**config.mk**
```make
export PLATFORM = sky130hd
export DESIGN_NAME = aph_chan
export DESIGN_NICKNAME = d
export VERILOG_FILES = /design/src/sv/aph_pkg.sv /design/src/sv/aph_interp.sv /design/src/sv/aph_chan.sv
export SDC_FILE = /design/constraint.sdc
export NUM_CORES = 2
export LEC_CHECK = 0
export CAP_MARGIN = 5
export CORE_MARGIN = 5
export CORE_UTILIZATION = 55
export CTS_CLUSTER_DIAMETER = 200
export DETAILED_ROUTE_END_ITERATION = 7
export DONT_BUFFER_PORTS = 1
export PLACE_DENSITY = 0.78
export SKIP_CTS_REPAIR_TIMING = 1
export SYNTH_ARGS = -nofsm -noshare
export SYNTH_HDL_FRONTEND = slang
export SYNTH_SLANG_ARGS = --single-unit
```
**constraint.sdc**
```tcl
create_clock -name clk -period 22 [get_ports clk]
set_clock_uncertainty 0.15 [all_clocks]
set_input_delay 2.2 -clock clk [delete_from_list [all_inputs] [get_ports clk]]
set_output_delay 2.2 -clock clk [all_outputs]
set_load 0.005 [all_outputs]
```
**src/sv/aph_pkg.sv**
```systemverilog
package aph_pkg;

    localparam int DELAY_DEPTH_DEF   = 128;
    localparam int FRAC_BITS_DEF     = 12;
    localparam int GAIN_BITS_DEF     = 9;
    localparam int FEEDBACK_GAIN_DEF = 256;

    localparam int SAMPLE_W = 32;
    localparam int IN_W     = 23;
    localparam int WET_W    = 26;
    localparam int HIST_W   = IN_W + WET_W;
    localparam int PHASE_W  = 20;
    localparam int COUNT_W  = 21;
    localparam int CFG_W    = 20;
    localparam int CFG_IDX_W = 3;

    localparam logic [COUNT_W-1:0] COUNT_MAX = '1;

    typedef struct packed {
        logic signed [SAMPLE_W-1:0] left_sample;
        logic signed [SAMPLE_W-1:0] right_sample;
        logic                       signal_present;
    } aph_in_t;

    typedef struct packed {
        logic signed [SAMPLE_W-1:0] left_out;
        logic signed [SAMPLE_W-1:0] right_out;
        logic                       active;
    } aph_out_t;

    typedef struct packed {
        logic [9:0]  wet_gain;
        logic        stereo_mode;
        logic [18:0] delay_min;
        logic [18:0] delay_max;
        logic [15:0] sweep_step;
        logic [19:0] silence_limit;
    } aph_cfg_t;

    localparam aph_cfg_t CFG_RESET = '{
        wet_gain:      10'd0,
        stereo_mode:   1'b1,
        delay_min:     19'd87114,
        delay_max:     19'd265961,
        sweep_step:    16'd8,
        silence_limit: 20'd44100
    };

    typedef enum logic [CFG_IDX_W-1:0] {
        REG_WET_GAIN      = 3'd0,
        REG_STEREO_MODE   = 3'd1,
        REG_DELAY_MIN     = 3'd2,
        REG_DELAY_MAX     = 3'd3,
        REG_SWEEP_STEP    = 3'd4,
        REG_SILENCE_LIMIT = 3'd5
    } aph_reg_t;

    typedef enum logic [3:0] {
        S_IDLE,
        S_COUNT,
        S_MUL,
        S_SUM,
        S_FILT,
        S_YDIV,
        S_OMUL,
        S_FIN,
        S_PASS
    } aph_state_t;

    typedef struct packed {
        logic idle;
        logic rd_en;
        logic mul;
        logic sum;
        logic filt;
        logic ydiv;
        logic omul;
        logic wr_en;
        logic wr_right;
        logic clr_en;
        logic clr_right;
        logic load_proc;
        logic load_pass;
    } aph_ctl_t;

endpackage

```
**src/sv/aph_interp.sv**
```systemverilog
module aph_interp #(
    parameter int W         = aph_pkg::IN_W,
    parameter int FRAC_BITS = aph_pkg::FRAC_BITS_DEF
) (
    input  logic                 clk,
    input  logic                 en_mul,
    input  logic                 en_sum,
    input  logic signed [W-1:0]  v1,
    input  logic signed [W-1:0]  v2,
    input  logic [FRAC_BITS-1:0] frac,
    output logic signed [W:0]    result
);

    localparam int PW = W + FRAC_BITS + 2;
    localparam logic [PW-1:0] RND = PW'((1 << FRAC_BITS) - 1);

    logic signed [W:0]    diff;
    logic [FRAC_BITS-1:0] t;
    logic signed [PW-1:0] prod;
    logic signed [PW-1:0] prod_reg;
    logic signed [W-1:0]  v1_reg;
    logic signed [PW-1:0] rounded;
    logic signed [PW-1:0] quot;
    logic signed [W:0]    result_next;
    logic signed [W:0]    result_reg;

    assign t    = ~frac;
    assign diff = (W+1)'(v2) - (W+1)'(v1);
    assign prod = PW'(diff) * PW'($signed({1'b0, t}));

    // toward-zero division by the fraction scale
    assign rounded     = prod_reg + $signed(prod_reg[PW-1] ? RND : '0);
    assign quot        = rounded >>> FRAC_BITS;
    assign result_next = (W+1)'(v1_reg) + (W+1)'(quot);

    always_ff @(posedge clk)
    begin
        if (en_mul)
        begin
            prod_reg <= prod;
            v1_reg   <= v1;
        end
        if (en_sum)
        begin
            result_reg <= result_next;
        end
    end

    assign result = result_reg;

endmodule

```
**src/sv/aph_chan.sv**
```systemverilog
module aph_chan #(
    parameter int FRAC_BITS     = aph_pkg::FRAC_BITS_DEF,
    parameter int GAIN_BITS     = aph_pkg::GAIN_BITS_DEF,
    parameter int FEEDBACK_GAIN = aph_pkg::FEEDBACK_GAIN_DEF
) (
    input  logic                                clk,
    input  aph_pkg::aph_ctl_t                   ctl,
    input  logic signed [aph_pkg::SAMPLE_W-1:0] sample,
    input  logic [FRAC_BITS-1:0]                frac,
    input  logic [aph_pkg::HIST_W-1:0]          rd1,
    input  logic [aph_pkg::HIST_W-1:0]          rd2,
    input  logic [9:0]                          wet_gain,
    output logic [aph_pkg::SAMPLE_W-1:0]        out_val,
    output logic [aph_pkg::HIST_W-1:0]          hist_word
);

    localparam int SW = aph_pkg::SAMPLE_W;
    localparam int XW = SW - GAIN_BITS;
    localparam int IW = aph_pkg::IN_W;
    localparam int YW = aph_pkg::WET_W;
    localparam logic [SW-1:0] GRND = SW'((1 << GAIN_BITS) - 1);

    logic signed [SW-1:0] xs;
    logic signed [SW-1:0] x_wide;
    logic signed [XW-1:0] x_reg;
    logic signed [IW:0]   xd;
    logic signed [YW:0]   yd;
    logic signed [SW-1:0] d;
    logic signed [SW-1:0] s_next;
    logic signed [SW-1:0] s_reg;
    logic signed [SW-1:0] s_rnd;
    logic signed [SW-1:0] y_wide;
    logic signed [XW-1:0] y_reg;
    logic signed [SW-1:0] gprod;
    logic [SW-1:0]        o_next;
    logic [SW-1:0]        o_reg;

    assign xs     = sample + $signed(sample[SW-1] ? GRND : '0);
    assign x_wide = xs >>> GAIN_BITS;

    aph_interp #(
        .W         (IW),
        .FRAC_BITS (FRAC_BITS)
    ) u_in_interp (
        .clk    (clk),
        .en_mul (ctl.mul),
        .en_sum (ctl.sum),
        .v1     (rd1[IW-1:0]),
        .v2     (rd2[IW-1:0]),
        .frac   (frac),
        .result (xd)
    );

    aph_interp #(
        .W         (YW),
        .FRAC_BITS (FRAC_BITS)
    ) u_wet_interp (
        .clk    (clk),
        .en_mul (ctl.mul),
        .en_sum (ctl.sum),
        .v1     (rd1[IW +: YW]),
        .v2     (rd2[IW +: YW]),
        .frac   (frac),
        .result (yd)
    );

    // allpass sum, wraps at 32 bits
    assign d      = SW'(yd) - SW'(x_reg);
    assign s_next = d * SW'(FEEDBACK_GAIN) + (SW'(xd) <<< GAIN_BITS);

    assign s_rnd  = s_reg + $signed(s_reg[SW-1] ? GRND : '0);
    assign y_wide = s_rnd >>> GAIN_BITS;

    assign gprod  = SW'($signed({1'b0, wet_gain})) * SW'(y_reg);
    assign o_next = (SW'(x_reg) << GAIN_BITS) + gprod;

    always_ff @(posedge clk)
    begin
        if (ctl.mul)
        begin
            x_reg <= XW'(x_wide);
        end
        if (ctl.filt)
        begin
            s_reg <= s_next;
        end
        if (ctl.ydiv)
        begin
            y_reg <= XW'(y_wide);
        end
        if (ctl.omul)
        begin
            o_reg <= o_next;
        end
    end

    assign out_val   = o_reg;
    assign hist_word = {YW'(y_reg), IW'(x_reg)};

endmodule

```
## After elaboration in Yosys (flattened, before gate mapping)

Cells that the tools add are included.

| operators by class | value |
|---|---|
| add/sub/neg operators | 11 |
| $mul | 3 |
| muxes and demuxes | 4 |
| bitwise gates (word level) | 1 |

Operators with widths:

| cell | number |
|---|---|
| 32-bit by 10-bit adder with 32-bit output | 2 |
| 32-bit adder | 2 |
| 27-bit by 13-bit multiplier with 40-bit output | 1 |
| 24-bit by 13-bit multiplier with 37-bit output | 1 |
| 36-bit by 13-bit adder with 36-bit output | 1 |
| 35-bit adder | 1 |
| 11-bit by 23-bit multiplier with 32-bit output | 1 |
| 26-bit by 26-bit subtractor with 27-bit output | 1 |
| 24-bit adder | 1 |
| 12-bit 2-to-1 mux | 2 |
| 23-bit by 23-bit subtractor with 24-bit output | 1 |
| 24-bit by 23-bit subtractor with 24-bit output | 1 |
| 23-bit adder | 1 |
| 9-bit 2-to-1 mux | 2 |
| 12-bit inverter | 1 |

| storage, ports and cells | value |
|---|---|
| bits in registers | 281 |
| output and inout port bits | 81 |

## Logic depth before layout (Yosys ltp)

| logic depth | value |
|---|---|
| depth after elaboration | 3 |
| mapped depth | 36 |

## By module

Synthesis repeated with hierarchy kept, for this count alone.

| second synthesis, totals | value |
|---|---|
| cells, all modules | 5389 |
| area, all modules | 49827.8 µm² |

Modules (own cells, without submodules):

| module | instances | cells each | area an instance (µm²) |
|---|---|---|---|
| aph_interp at u_wet_interp | 1 | 2049 | 18680.4 |
| aph_interp at u_in_interp | 1 | 1775 | 16223.1 |
| aph_chan | 1 | 1565 | 14924.3 |

## Least setup slack after synthesis

Ideal clock, no wire load.

| timing path | value |
|---|---|
| path type | input port to flip-flop |
| from | input rd2[23] (netlist name) |
| to | register u_wet_interp.prod_reg[39] (data pin) |
| arrival | 9.337 ns |
| data required time | 21.589 ns |
| setup slack | 12.251 ns |
| stages | 33 |
| path buffers | 2 |
| path through | inv_1 > ha_1 > fa_1 > nor2b_1 > o21ai_0 > a21boi_1 > o21ai_0 > a21oi_1 > a221o_1 > a21oi_2 > a211oi_1 > xnor2_1 > buf_2 > or2_2 > fa_1 > inv_1 > fa_1 > inv_1 > fa_1 > fa_1 > fa_1 > inv_1 > ha_1 > clkbuf_1 > a2111oi_0 > o21ai_0 > a221o_1 > a221o_1 > a41o_1 > a21oi_1 > o21ai_0 > o21ai_0 > xnor2_1 |

| between the ends | value |
|---|---|
| cells in the longest elaborated chain, start to end | 2 |

Ends and longest elaborated chain:

| element | line | text |
|---|---|---|
| from (decl) | aph_chan.sv:11 | `input logic [aph_pkg::HIST_W-1:0] rd2,` |
| 26-bit by 26-bit subtractor with 27-bit output | aph_interp.sv:28 | `assign diff = (W+1)'(v2) - (W+1)'(v1);` |
| 27-bit by 13-bit multiplier with 40-bit output | aph_interp.sv:29 | `assign prod = PW'(diff) * PW'($signed({1'b0, t}));` |
| net u_wet_interp.prod[39] | aph_interp.sv:19 | `logic signed [PW-1:0] prod;` |
| to (signal assigned) | aph_interp.sv:40 | `prod_reg <= prod;` |
| to (decl) | aph_interp.sv:20 | `logic signed [PW-1:0] prod_reg;` |

The timed path passes the listed nets, and every way through them passes these cells.
A chain may end at the register's enable or synchronous reset.

## Worst setup path after layout

| timing path | value |
|---|---|
| from | input rd2[23] (netlist name) |
| to | register u_wet_interp.prod_reg[33] (data pin) |

The elaborated chain is that of the path after synthesis.

==> metrics.yaml <==
synth_area_leaders: "fa_1 32%, edfxtp_1 17%, ha_1 11%"
synth_top_family_by_area: "adder cells"
grt_max_degree: 144
postPlaceCellArea_um2: 48400
avgSynthCellArea_um2: 9.49
timing.final.ws_setup_ns: 11.27
dpl.hpwl_um: 92100
endpoint_kind: "flip-flop"
cpMostUsedCell: "fa_1"
hold_path.startpoint: "s_reg[9]"
cts.sinks: 269
wirelength_um: 114000
finalInstanceArea_um2: 49400
cp.required_ns: 22.27
largest_reg_flops: 37
core-area_um2: 85400
synth_cell_types: 83
synth-edff-count: 269
grt_use_total_pct: 24.6
first_iter_violations: 2085
status: "complete, no violations"
nets: 6237
hold_depth: 1
cts-htree-levels: 1
synth_compound_area_share_pct: 8.37
numPortBuffers: 0
critical_path_class: "primary input to flip-flop"
async_reset_ff_share_pct: 0
reg2reg_from: "y_reg[5]"
synth.most_common_cell: "inv_1"
yosys.area.top_type: "fa_1"
synth_simple_gate_area_share_pct: 15.1
die_h_um: 304
crit_slowest_cell: "a2111oi_0"
critPathMaxStageDelay_ns: 0.82
synth_xor_area_share_pct: 6.23
ys.flop_type: "edfxtp_1"
fillers: 7197
gp_congestion: 0.910
gr-usage-met3_pct: 4.02
place_inst: 5998
synth_warnings: 0
tightestPinTransition_ns: 1.13
rr_endpoint: "out_val[30]"
synth_top_area_share_pct: 32.3
dieArea_um2: 92300
period_minus_slack_ns: 10.73
num_rows: 107
cp.arrival_ns: 11.00
fmax_mhz: 93.2
cts_tree: "done"
clock_path_buffers: 3
cts_root_buffer: "clkbuf_16"
setup_viol: 0
syn_to_final_growth_pct: 3.92
instances_no_fill: 6058
grt.busiest_layer: "met2"
reg2regPathDepth: 17
synthTopCellsByCount: "1046 x inv_1, 767 x fa_1, 430 x nor2_1, 418 x ha_1, 280 x nand2b_1"
clk_latency_ns: 0.60
synth_adder_area_share_pct: 43.3
io_pins: 247
mappedNetlistArea_um2: 47500
ff2ff_setup_slack_ns: 15.34
max_slew_margin_pct: 24.0
cp-start-kind: "primary input"
register_area_um2: 8080
drt-vias-per-instance: 5.53
drv_cap: 0
fin_tns_setup_ns: 0
die_width_um: 304
grt_pass1_vias: 35200
synth.net_count: 6356
start_util_pct: 55.6
antenna_found_initial: 8
numCtsBuffers: 30
gr-total-overflow: 0
worstPathMaxFanout: 5
path_clk_slew_ns: 0.07
synthMuxAreaShare_pct: 0.311
synth-seq-cells: 269
finalMaxSlewViolations: 0
route.detailed.drc: 0
grtUsageMet2_pct: 44.0
vias: 33500
multiInputGateArea_um2: 34800
drtAntennaViolNets: 0
syn_inst: 5005
first_pass_iters: 6
hold_path_end: "y_reg[0]"
place_ws_ns: 10.84
grt_first_pass_wirelength_um: 185000
hold_viol: 0
layout-drive-gt1-share_pct: 3.63
seq_area_frac_synth_pct: 17.0
routedWlPerCell_um: 18.8
rsz0062_at_grt: "false"
grt_util_met1_pct: 29.8
min_path_type: "flip-flop to flip-flop"
period_share_pct: 48.8
-- area by class of cell --
class / instances / area share [%]
Clock inverter: 22 / 0.411
Timing Repair Buffer: 11 / 0.167
Clock buffer: 34 / 1.59
Sequential cell: 269 / 16.4
Antenna cell: 4 / 0.0203
Inverter: 1046 / 7.95
Multi-Input combinational cell: 3528 / 70.6
Tap cell: 1144 / 2.90
-- layout by cell type (no fill, tap or decap), types with 9 or more instances in the layout --
master	instances
a21boi_0	9
buf_4	11
xnor2_1	234
o21a_1	30
and3_1	23
edfxtp_1	269
a31oi_1	16
nor2_1	430
nor2b_1	47
nand4_1	22
or3_1	9
fa_1	767
or2_2	83
nor4b_1	13
o21bai_1	24
xor2_1	104
a311o_1	12
nand3b_1	15
or2_1	10
a311oi_1	9
a21o_1	98
clkbuf_16	31
inv_1	1046
a211oi_1	22
o311ai_0	12
nand2_1	213
o21ai_1	9
a21oi_1	173
ha_1	418
nand2b_1	280
and2_1	145
nor3_1	23
nand3_1	62
o211ai_1	9
o21ai_0	87
-- cell families (layout without fill, tap and decap cells) --
family / count (synthesis) / count (layout)
AOI/OAI and AO/OA: 589 / 589
muxes: 14 / 14
and+or+nand+nor: 1402 / 1402
buffers and inverters: 1208 / 1113
DFF: 269 / 269
other: 0 / 4
xor gates and xnor gates: 338 / 338
adders and majority gates: 1185 / 1185
-- metal layers --
| metal | vias up | part of all wire, % |
|---|---|---|
| met2 | 1093 | 51 |
| li1 | 15500 | - |
| met5 | - | 0.036 |
| met1 | 16700 | 38 |
| met4 | 6 | 4.5 |
| met3 | 279 | 6.8 |
-- worst max-delay path by stage --
stage | from | end | cells past startpoint
after floorplan | rd2[23] | u_wet_interp.prod_reg[39] | 33
after global placement | rd2[0] | u_in_interp.prod_reg[36] | 31
after detailed placement | rd2[23] | u_wet_interp.prod_reg[33] | 33
after CTS | rd2[0] | u_in_interp.prod_reg[36] | 31
after global routing | rd2[23] | u_wet_interp.prod_reg[33] | 33
final | rd2[23] | u_wet_interp.prod_reg[33] | 33
-- worst max-delay path, delay by kind of cell --
kind / cells / cell delay [ns]
adders and majority gates: 8 / 3.53
AOI/OAI and AO/OA: 13 / 3.67
buffers and inverters: 5 / 0.25
xor gates and xnor gates: 2 / 0.65
and+or+nand+nor: 5 / 0.68
-- metrics by stage --
step	util, %	hold WS (ns)
after floorplan	-	0.376
after global placement	56.6	0.381
after detailed placement	56.6	0.391
after CTS	57.8	0.431
after global routing	57.8	0.443
final	57.8	0.429
Power is not shown: default switching activity piles up to over one toggle a cycle in this logic, so the estimate is an artifact.
