**src/sv/aph_pkg.sv**
```systemverilog
package aph_pkg;

    localparam int DELAY_DEPTH_DEF   = 128;
    localparam int FRAC_BITS_DEF     = 12;
    localparam int GAIN_BITS_DEF     = 9;
    localparam int FEEDBACK_GAIN_DEF = 256;

    localparam int SAMPLE_W = 32;
    localparam int IN_W     = 23;
    localparam int WET_W    = 26;
    localparam int HIST_W   = IN_W + WET_W;
    localparam int PHASE_W  = 20;
    localparam int COUNT_W  = 21;
    localparam int CFG_W    = 20;
    localparam int CFG_IDX_W = 3;

    localparam logic [COUNT_W-1:0] COUNT_MAX = '1;

    typedef struct packed {
        logic signed [SAMPLE_W-1:0] left_sample;
        logic signed [SAMPLE_W-1:0] right_sample;
        logic                       signal_present;
    } aph_in_t;

    typedef struct packed {
        logic signed [SAMPLE_W-1:0] left_out;
        logic signed [SAMPLE_W-1:0] right_out;
        logic                       active;
    } aph_out_t;

    typedef struct packed {
        logic [9:0]  wet_gain;
        logic        stereo_mode;
        logic [18:0] delay_min;
        logic [18:0] delay_max;
        logic [15:0] sweep_step;
        logic [19:0] silence_limit;
    } aph_cfg_t;

    localparam aph_cfg_t CFG_RESET = '{
        wet_gain:      10'd0,
        stereo_mode:   1'b1,
        delay_min:     19'd87114,
        delay_max:     19'd265961,
        sweep_step:    16'd8,
        silence_limit: 20'd44100
    };

    typedef enum logic [CFG_IDX_W-1:0] {
        REG_WET_GAIN      = 3'd0,
        REG_STEREO_MODE   = 3'd1,
        REG_DELAY_MIN     = 3'd2,
        REG_DELAY_MAX     = 3'd3,
        REG_SWEEP_STEP    = 3'd4,
        REG_SILENCE_LIMIT = 3'd5
    } aph_reg_t;

    typedef enum logic [3:0] {
        S_IDLE,
        S_COUNT,
        S_MUL,
        S_SUM,
        S_FILT,
        S_YDIV,
        S_OMUL,
        S_FIN,
        S_PASS
    } aph_state_t;

    typedef struct packed {
        logic idle;
        logic rd_en;
        logic mul;
        logic sum;
        logic filt;
        logic ydiv;
        logic omul;
        logic wr_en;
        logic wr_right;
        logic clr_en;
        logic clr_right;
        logic load_proc;
        logic load_pass;
    } aph_ctl_t;

endpackage

```
**src/sv/aph_ctrl.sv**
```systemverilog
module aph_ctrl #(
    parameter int DELAY_DEPTH = aph_pkg::DELAY_DEPTH_DEF,
    parameter int FRAC_BITS   = aph_pkg::FRAC_BITS_DEF,
    localparam int AW = $clog2(DELAY_DEPTH)
) (
    input  logic                 clk,
    input  logic                 rst_n,
    input  aph_pkg::aph_cfg_t    cfg,
    input  logic                 in_fire,
    input  logic                 signal_present,
    input  logic                 out_free,
    output aph_pkg::aph_ctl_t    ctl,
    output logic [AW-1:0]        rd_addr1,
    output logic [AW-1:0]        rd_addr2,
    output logic [AW-1:0]        wr_addr,
    output logic [AW-1:0]        clr_base,
    output logic [AW:0]          clr_count,
    output logic [FRAC_BITS-1:0] frac
);

    localparam int PW = aph_pkg::PHASE_W;
    localparam int CW = aph_pkg::COUNT_W;

    aph_pkg::aph_state_t state_reg;
    aph_pkg::aph_state_t state_next;
    logic [AW-1:0]       ptr_reg;
    logic [PW-1:0]       phase_reg;
    logic [PW-1:0]       phase_sweep;
    logic                down_reg;
    logic                down_sweep;
    logic [CW-1:0]       count_reg;
    logic [CW-1:0]       count_next;
    logic                bypass;
    logic                silenced;
    logic [PW+AW-1:0]    k_wide;
    logic [AW-1:0]       k;
    logic [PW-1:0]       min_ext;
    logic [PW-1:0]       max_ext;
    logic [PW-1:0]       step_ext;

    assign bypass = (cfg.wet_gain == '0);

    always_comb
    begin
        if (signal_present)
        begin
            count_next = '0;
        end
        else if (count_reg != aph_pkg::COUNT_MAX)
        begin
            count_next = count_reg + CW'(1);
        end
        else
        begin
            count_next = count_reg;
        end
    end

    assign silenced  = (count_next >= CW'(cfg.silence_limit));
    assign clr_count = (count_next >= CW'(DELAY_DEPTH)) ? (AW+1)'(DELAY_DEPTH)
                                                         : count_next[AW:0];
    assign clr_base  = ptr_reg;

    // delayed read: k-th newest and the one after it
    assign k_wide   = {{AW{1'b0}}, phase_reg} >> FRAC_BITS;
    assign k        = k_wide[AW-1:0];
    assign rd_addr1 = ptr_reg - k;
    assign rd_addr2 = ptr_reg - k + AW'(1);
    assign wr_addr  = ptr_reg + AW'(1);
    assign frac     = phase_reg[FRAC_BITS-1:0];

    assign min_ext  = PW'(cfg.delay_min);
    assign max_ext  = PW'(cfg.delay_max);
    assign step_ext = PW'(cfg.sweep_step);

    // triangle sweep
    always_comb
    begin
        phase_sweep = phase_reg;
        down_sweep  = down_reg;
        priority if (phase_reg > max_ext)
        begin
            phase_sweep = max_ext;
            down_sweep  = 1'b1;
        end
        else if (phase_reg < min_ext)
        begin
            phase_sweep = min_ext;
            down_sweep  = 1'b0;
        end
        else if (down_reg)
        begin
            if (step_ext > phase_reg)
            begin
                phase_sweep = '0;
                down_sweep  = 1'b0;
            end
            else
            begin
                phase_sweep = phase_reg - step_ext;
            end
        end
        else
        begin
            phase_sweep = phase_reg + step_ext;
        end
    end

    always_comb
    begin
        state_next = state_reg;
        unique case (state_reg)
            aph_pkg::S_IDLE:
            begin
                if (in_fire)
                begin
                    state_next = aph_pkg::S_COUNT;
                end
            end
            aph_pkg::S_COUNT:
            begin
                if (bypass || silenced)
                begin
                    state_next = aph_pkg::S_PASS;
                end
                else
                begin
                    state_next = aph_pkg::S_MUL;
                end
            end
            aph_pkg::S_MUL:  state_next = aph_pkg::S_SUM;
            aph_pkg::S_SUM:  state_next = aph_pkg::S_FILT;
            aph_pkg::S_FILT: state_next = aph_pkg::S_YDIV;
            aph_pkg::S_YDIV: state_next = aph_pkg::S_OMUL;
            aph_pkg::S_OMUL: state_next = aph_pkg::S_FIN;
            aph_pkg::S_FIN,
            aph_pkg::S_PASS:
            begin
                if (out_free)
                begin
                    state_next = aph_pkg::S_IDLE;
                end
            end
            default: state_next = aph_pkg::S_IDLE;
        endcase
    end

    always_comb
    begin
        ctl           = '0;
        ctl.idle      = (state_reg == aph_pkg::S_IDLE);
        ctl.rd_en     = (state_reg == aph_pkg::S_COUNT);
        ctl.mul       = (state_reg == aph_pkg::S_MUL);
        ctl.sum       = (state_reg == aph_pkg::S_SUM);
        ctl.filt      = (state_reg == aph_pkg::S_FILT);
        ctl.ydiv      = (state_reg == aph_pkg::S_YDIV);
        ctl.omul      = (state_reg == aph_pkg::S_OMUL);
        ctl.wr_en     = (state_reg == aph_pkg::S_FIN) && out_free;
        ctl.wr_right  = ctl.wr_en && cfg.stereo_mode;
        ctl.clr_en    = (state_reg == aph_pkg::S_COUNT) && !bypass && silenced;
        ctl.clr_right = ctl.clr_en && cfg.stereo_mode;
        ctl.load_proc = ctl.wr_en;
        ctl.load_pass = (state_reg == aph_pkg::S_PASS) && out_free;
    end

    always_ff @(posedge clk or negedge rst_n)
    begin
        if (!rst_n)
        begin
            state_reg <= aph_pkg::S_IDLE;
            ptr_reg   <= '0;
            phase_reg <= PW'(aph_pkg::CFG_RESET.delay_min);
            down_reg  <= 1'b0;
            count_reg <= '0;
        end
        else
        begin
            state_reg <= state_next;
            if ((state_reg == aph_pkg::S_COUNT) && !bypass)
            begin
                count_reg <= count_next;
            end
            if (ctl.clr_en)
            begin
                ptr_reg   <= ptr_reg + clr_count[AW-1:0];
                phase_reg <= min_ext;
            end
            else if (ctl.wr_en)
            begin
                ptr_reg   <= wr_addr;
                phase_reg <= phase_sweep;
                down_reg  <= down_sweep;
            end
        end
    end

endmodule

```
**config.mk**
```make
export PLATFORM = sky130hd
export DESIGN_NAME = aph_ctrl
export DESIGN_NICKNAME = d
export VERILOG_FILES = /design/src/sv/aph_pkg.sv /design/src/sv/aph_ctrl.sv
export SDC_FILE = /design/constraint.sdc
export NUM_CORES = 1
export LEC_CHECK = 0
export ABC_AREA = 1
export BUFFER_PORTS_ARGS = -buffer_cell sky130_fd_sc_hd__buf_2
export CAP_MARGIN = 25
export CORE_ASPECT_RATIO = 1.4
export CORE_UTILIZATION = 42
export CTS_CLUSTER_DIAMETER = 150
export DETAILED_ROUTE_END_ITERATION = 12
export PLACE_DENSITY = 0.71
export SLEW_MARGIN = 10
export SYNTH_ARGS = -nofsm -noshare
export SYNTH_HDL_FRONTEND = slang
export SYNTH_SLANG_ARGS = --single-unit
```
**constraint.sdc**
```tcl
create_clock -name clk -period 7.5 [get_ports clk]
set_input_delay 0.375 -clock clk [delete_from_list [all_inputs] [get_ports clk]]
set_output_delay 0.375 -clock clk [all_outputs]
set_load 0.02 [all_outputs]
```
## Word-level counts from Yosys, hierarchy flattened

Index checks and enable logic that the tools add are counted.

- Shift-type cells: 0
- Multiplexer cells: 19
- Bitwise operators: 1
- Reductions and logical operators: 14
- Add/subtract/negate cells: 7
- Eq/ne operators: 11
- Divide/modulo/power cells: 0
- Multiply operators: 0
- $lt $le $gt $ge: 5

Operators with widths:

| operator | count |
|---|---|
| 2-to-1 mux 20 bit | 6 |
| 2-to-1 mux 21 bit | 2 |
| case mux 4 bit (8 select lines) | 1 |
| adder 21 x 1 -> 21 bit (second input constant) | 1 |
| >= comparator 21 x 20 -> 1 bit | 1 |
| >= comparator 21 x 8 -> 1 bit (second input constant) | 1 |
| inequality test 21 bit (second input constant) | 1 |
| adder 20 x 16 -> 20 bit | 1 |
| > comparator 16 x 20 -> 1 bit | 1 |
| > comparator 20 x 19 -> 1 bit | 1 |
| < comparator 20 x 19 -> 1 bit | 1 |
| subtractor 20 x 16 -> 20 bit | 1 |
| equality test 4 x 3 -> 1 bit (second input constant) | 4 |
| adder 7 x 1 -> 7 bit (second input constant) | 2 |
| 2-to-1 mux 7 bit | 2 |
| 2-to-1 mux 4 bit | 3 |
| logical NOT 10 bit | 1 |
| equality test 4 x 2 -> 1 bit (second input constant) | 2 |
| 2-to-1 mux 8 bit | 1 |
| adder 7 bit | 1 |
| subtractor 7 bit | 1 |
| logical AND 1 bit | 6 |
| equality test 4 x 1 -> 1 bit (second input constant) | 1 |
| equality test 4 bit (second input constant) | 1 |
| other kinds (9) | 14 |

- Memory bits (read-only): 0
- Register bits after elaboration: 53
- Bits of input ports: 90
- Bits in writable memories: 0
- Bits in latches: 0
- Logic and storage cells: 62
- Memories kept: 0

## Longest topological paths before layout

- Word-level depth: 7
- Mapped depth: 29

## Worst setup path before layout

No wires, ideal clock.

- Kind: reg2reg
- Start point: reg count_reg[1]
- End point: reg ptr_reg[6], in the netlist clr_base[6]
- Cell stages (with the launch flop): 24
- Arrival: 3502 ps
- Clock period less this slack: 3618 ps
- Setup time: 116 ps
- Path slack: 3882 ps
- Required time: 7384 ps
- Cell sequence: dfrtp_1 -> ha_1 -> nand3_2 -> inv_2 -> nand2_2 -> nor2_4 -> nand2_2 -> buf_2 -> nand3_1 -> nand2_1 -> nand2_1 -> nor2_1 -> nand2_2 -> nor2_1 -> ha_1 -> fa_1 -> a21oi_1 -> o21bai_1 -> a21oi_1 -> o21bai_1 -> xor2_1 -> nand4_1 -> nand3_1 -> nand2_1

- Cells in the longest elaborated chain, start to end: 7

Ends and longest elaborated chain:

| element | line | RTL |
|---|---|---|
| from (decl) | aph_ctrl.sv:31 | `logic [CW-1:0] count_reg;` |
| from (signal assigned) | aph_ctrl.sv:181 | `count_reg <= count_next;` |
| adder 21 x 1 -> 21 bit or inequality test 21 bit (tied branches) | aph_ctrl.sv:51, aph_ctrl.sv:49 |  |
| 2-to-1 mux 21 bit * | aph_ctrl.sv:49 | `else if (count_reg != aph_pkg::COUNT_MAX)` |
| 2-to-1 mux 21 bit * | aph_ctrl.sv:45 | `if (signal_present)` |
| >= comparator 21 x 8 -> 1 bit | aph_ctrl.sv:60 | `assign clr_count = (count_next >= CW'(DELAY_DEPTH)) ? (AW+1)'(DELAY_DEPTH)` |
| 2-to-1 mux 8 bit * | aph_ctrl.sv:60 |  |
| net clr_count[0] | aph_ctrl.sv:17 | `output logic [AW:0] clr_count,` |
| adder 7 bit * | aph_ctrl.sv:185 | `ptr_reg <= ptr_reg + clr_count[AW-1:0];` |
| 2-to-1 mux 7 bit * | aph_ctrl.sv:183 | `if (ctl.clr_en)` |
| to (signal assigned) | aph_ctrl.sv:185 |  |
| to (signal assigned) | aph_ctrl.sv:190 | `ptr_reg <= wr_addr;` |
| to (decl) | aph_ctrl.sv:26 | `logic [AW-1:0] ptr_reg;` |

Mark *: on every way through the listed nets, which the timed path passes. The rest lies on a longest branch.
A chain may end at the register's enable or synchronous reset.

==> impl_metrics.yaml <==
synth:
  synth_edf_count: 0
  synth_area_per_cell_um2: 6.053
  syn_area_mm2: 0.008153
  ys_ff_latch: 53
  ys_types: 45
  synth.top_cell.area_share_pct: 16.02
  yosys_warnings: 0
  synth-async-reset-ratio_pct: 100.0
  synth_nets: 1545
  synth.area.top_cells: "nand2_1, ha_1, dfrtp_1"
  synthCells: 1347
  synth_top_area_cell: "nand2_1"
  ys.flop_type: "dfrtp_1"
  synth_seq_area_share_pct: 16.38
final_layout:
  largest_reg_flops: 21
  nets: 1662
  fin_util_pct: 48.54
  seqCellArea_mm2: 0.001335
  stdcell_count: 1710
  synthToLayoutAreaGrowth_pct: 12.08
  n_fill_cell: 2025
  finalInstanceArea_mm2: 0.009138
  drive_gt1_share_pct: 13.45
  multi_input_area_mm2: 0.005643
clock_tree:
  cts_htree_levels: 2
  cts_tree: "done"
  clk_latency_ns: 0.30
  hold_buffers: 0
  cts_root_buffer: "clkbuf_16"
  clk_path_buf_depth: 2
  clkSlewWorstSetupHoldPaths_ns: 0.08
  cts_buffers: 5
  postCtsSetupBuffers: 0
  clkSinkCount: 53
  cts-resized-gates: 0
sta:
  min_period_ns: 4.984
  clock_skew_ns: 0.006684
  fmax_ghz: 0.2007
  hold_violations: 0
  hold_ws_ns: 0.2041
  fin_crit_sh_pct: 66.45
  grt_setup_unrepaired: "false"
  slew_viol_final: 0
  tightest_slew_ns: 0.7634
  max_slew_margin_pct: 49.11
  setup_violations: 0
  fin_tns_setup_ns: 0
drt:
  first_pass_iters: 6
  ant_nets: 0
  drt_iter0_drc: 618
  drc: 0
  wl_per_cell_um: 15.95
  viasPerCell: 5.294
  wirelength_um: 27270
  vias: 9052
worst_setup_path:
  worstReg2RegStart: "count_reg[0]$_DFFE_PN0P_"
  r2r_cells: 27
  cp.required_ns: 7.12
  worstSetupEndpointType: "output pin"
  crit_type: "reg -> out"
  cp.arrival_ns: 4.61
  r2r-end: "clr_base[4]$_DFFE_PN0P_"
  startpoint_type: "flip-flop"
  reg2reg_slack_ns: 2.94
  crit_fanout: 30
die:
  initial_core_util_pct: 43.31
  die-area_mm2: 0.01998
  coreArea_mm2: 0.01882
  rows: 59
  die_y_um: 166.9
  io_pins: 151
  chipWidth_um: 119.8
pwr:
  netSwitchingFraction_pct: 59.45
  powerDensity_mw_per_mm2: 357.8
  p_switching_mw: 1.944
  peakVddDrop_mv: 0.2203
  p_int_mw: 1.326
  seq_power_share_pct: 17.5
  clockPowerShare_pct: 7.5
  power_frac_comb_pct: 74.9
  power_leakage_nw: 5.339
grt:
  antenna_found_initial: 2
  overflow: 0
  grt_util_all_layers_pct: 27.42
  grt_pass1_vias: 8741
  grt_pass1_wl_um: 43220
  grt_max_degree: 54
run_status:
  status: "complete, no violations"
placement:
  placed_area_mm2: 0.008972
  place_congestion: 0.9540
  dp_cells: 1700
  port_buffers: 150
  place_hpwl_um: 22330
min_path:
  hold_class: "in -> async"
job:
  cap_violations: 0
area by class of cell:
type                            instances  area share, %
Timing Repair Buffer                  155          8.709
Inverter                              242          9.941
Sequential cell                        53          14.61
Tap cell                              244          3.341
Multi-Input combinational cell       1007          61.76
Antenna cell                            1        0.02739
Clock inverter                          3         0.2465
Clock buffer                            5          1.369
cells by family (layout without fill, tap and decap cells):
logic type                 after synthesis  in the layout  synth area share (%)
other                                    0              1                     0
buffers and inverters                  287            405                 14.41
AOI/OAI and AO/OA                      196            196                 12.94
adders and majority gates              108            108                 16.94
xor gates and xnor gates                38             38                 4.082
and+or+nand+nor                        665            665                 35.25
DFF                                     53             53                 16.38
power groups by stage:
stage               clock, mW  sequential, mW  combinational [mW]
global route            0.259           0.591                2.73
CTS                     0.253           0.569                2.43
detailed placement          0           0.574                2.42
finish                  0.246           0.573                2.45
floorplan                   0           0.502                1.81
global placement            0           0.572                2.39
metal layers:
layer	up-vias	global-route usage [%]	wire (um)
met1	4103	29.50	10400
met3	79	2.500	1283
met4	2	15.87	1508
met5	-	0	8
met2	308	51.32	14060
li1	4560	-	-
critical path: stages (launching register included):
cell and delay (ns):
dfrtp_1 0.49, ha_1 0.34, nand3_2 0.15, inv_2 0.09, nand2_2 0.07, nor2_4 0.14
nand2_2 0.26, inv_1 0.22, nand2_1 0.07, o211a_1 0.14, ha_1 0.28, nand2_1 0.05
inv_1 0.06, nand3_1 0.08, nand3_1 0.08, nand2_1 0.05, nand2_1 0.06, nand2_1 0.04
nand2_1 0.10, nand2_1 0.06, nand2_1 0.06, nand2_1 0.06, nand3_2 0.07, nand2_2 0.37
inv_2 0.61, buf_2 0.27
stage by stage:
| step | power [mW] | setup slack [ns] |
|---|---|---|
| 6_report | 3.269 | 2.516 |
| 5_1_grt | 3.576 | 2.086 |
| 3_5_place_dp | 2.992 | 2.864 |
| 2_1_floorplan | 2.315 | 3.882 |
| 3_3_place_gp | 2.964 | 2.933 |
| 4_1_cts | 3.251 | 2.517 |
cell usage in the layout (no fill, tap or decap), drive strengths merged, types with 2 or more instances in the layout:
cell | Yosys | routed
buf | 32 | 155
nand3 | 133 | 133
clkinv | 2 | 2
nand3b | 7 | 7
xor2 | 31 | 31
nand2 | 353 | 353
or2 | 3 | 3
fa | 4 | 4
nand4 | 25 | 25
a31oi | 4 | 4
nor4 | 5 | 5
inv | 240 | 240
ha | 104 | 104
dfstp | 7 | 7
xnor2 | 7 | 7
o21ai | 89 | 89
o211ai | 7 | 7
dfrtp | 46 | 46
o21bai | 9 | 9
nor3 | 17 | 17
clkinvlp | 0 | 3
clkbuf | 13 | 5
a21o | 3 | 3
a21oi | 78 | 78
nor2 | 119 | 119
how the worst max path moves through the flow:
stage,startpoint,endpoint,slack [ns],depth (start not counted)
after global routing,count_reg[0]$_DFFE_PN0P_,ctl[3],2.09,25
after global placement,count_reg[0]$_DFFE_PN0P_,ctl[3],2.93,25
after detailed placement,count_reg[0]$_DFFE_PN0P_,ctl[3],2.86,25
final,count_reg[0]$_DFFE_PN0P_,ctl[3],2.52,25
after floorplan,count_reg[1]$_DFFE_PN0P_,clr_base[6]$_DFFE_PN0P_,3.88,23
after CTS,count_reg[0]$_DFFE_PN0P_,ctl[3],2.52,25
Yosys cell counts, types with 2 or more instances:
library cell    n
dfstp_2         7
xnor2_1         7
inv_1         235
buf_4          14
o21bai_1        9
nor3_2          3
a21o_1          3
nand2_1       348
a21oi_1        77
nor2_2          3
nand3_1       129
buf_6           4
nor2_4          2
fa_1            4
xor2_1         31
a31oi_1         4
ha_1          104
nand4_1        25
buf_2          12
or2_2           2
nor3_1         14
clkinv_1        2
nor2_1        114
nand2_2         5
nand3b_1        7
inv_2           5
nor4_1          5
o21ai_0        88
dfrtp_1        46
clkbuf_1       13
nand3_2         4
o211ai_1        7
buf_1           2
Power figures use the tool's default switching activity.
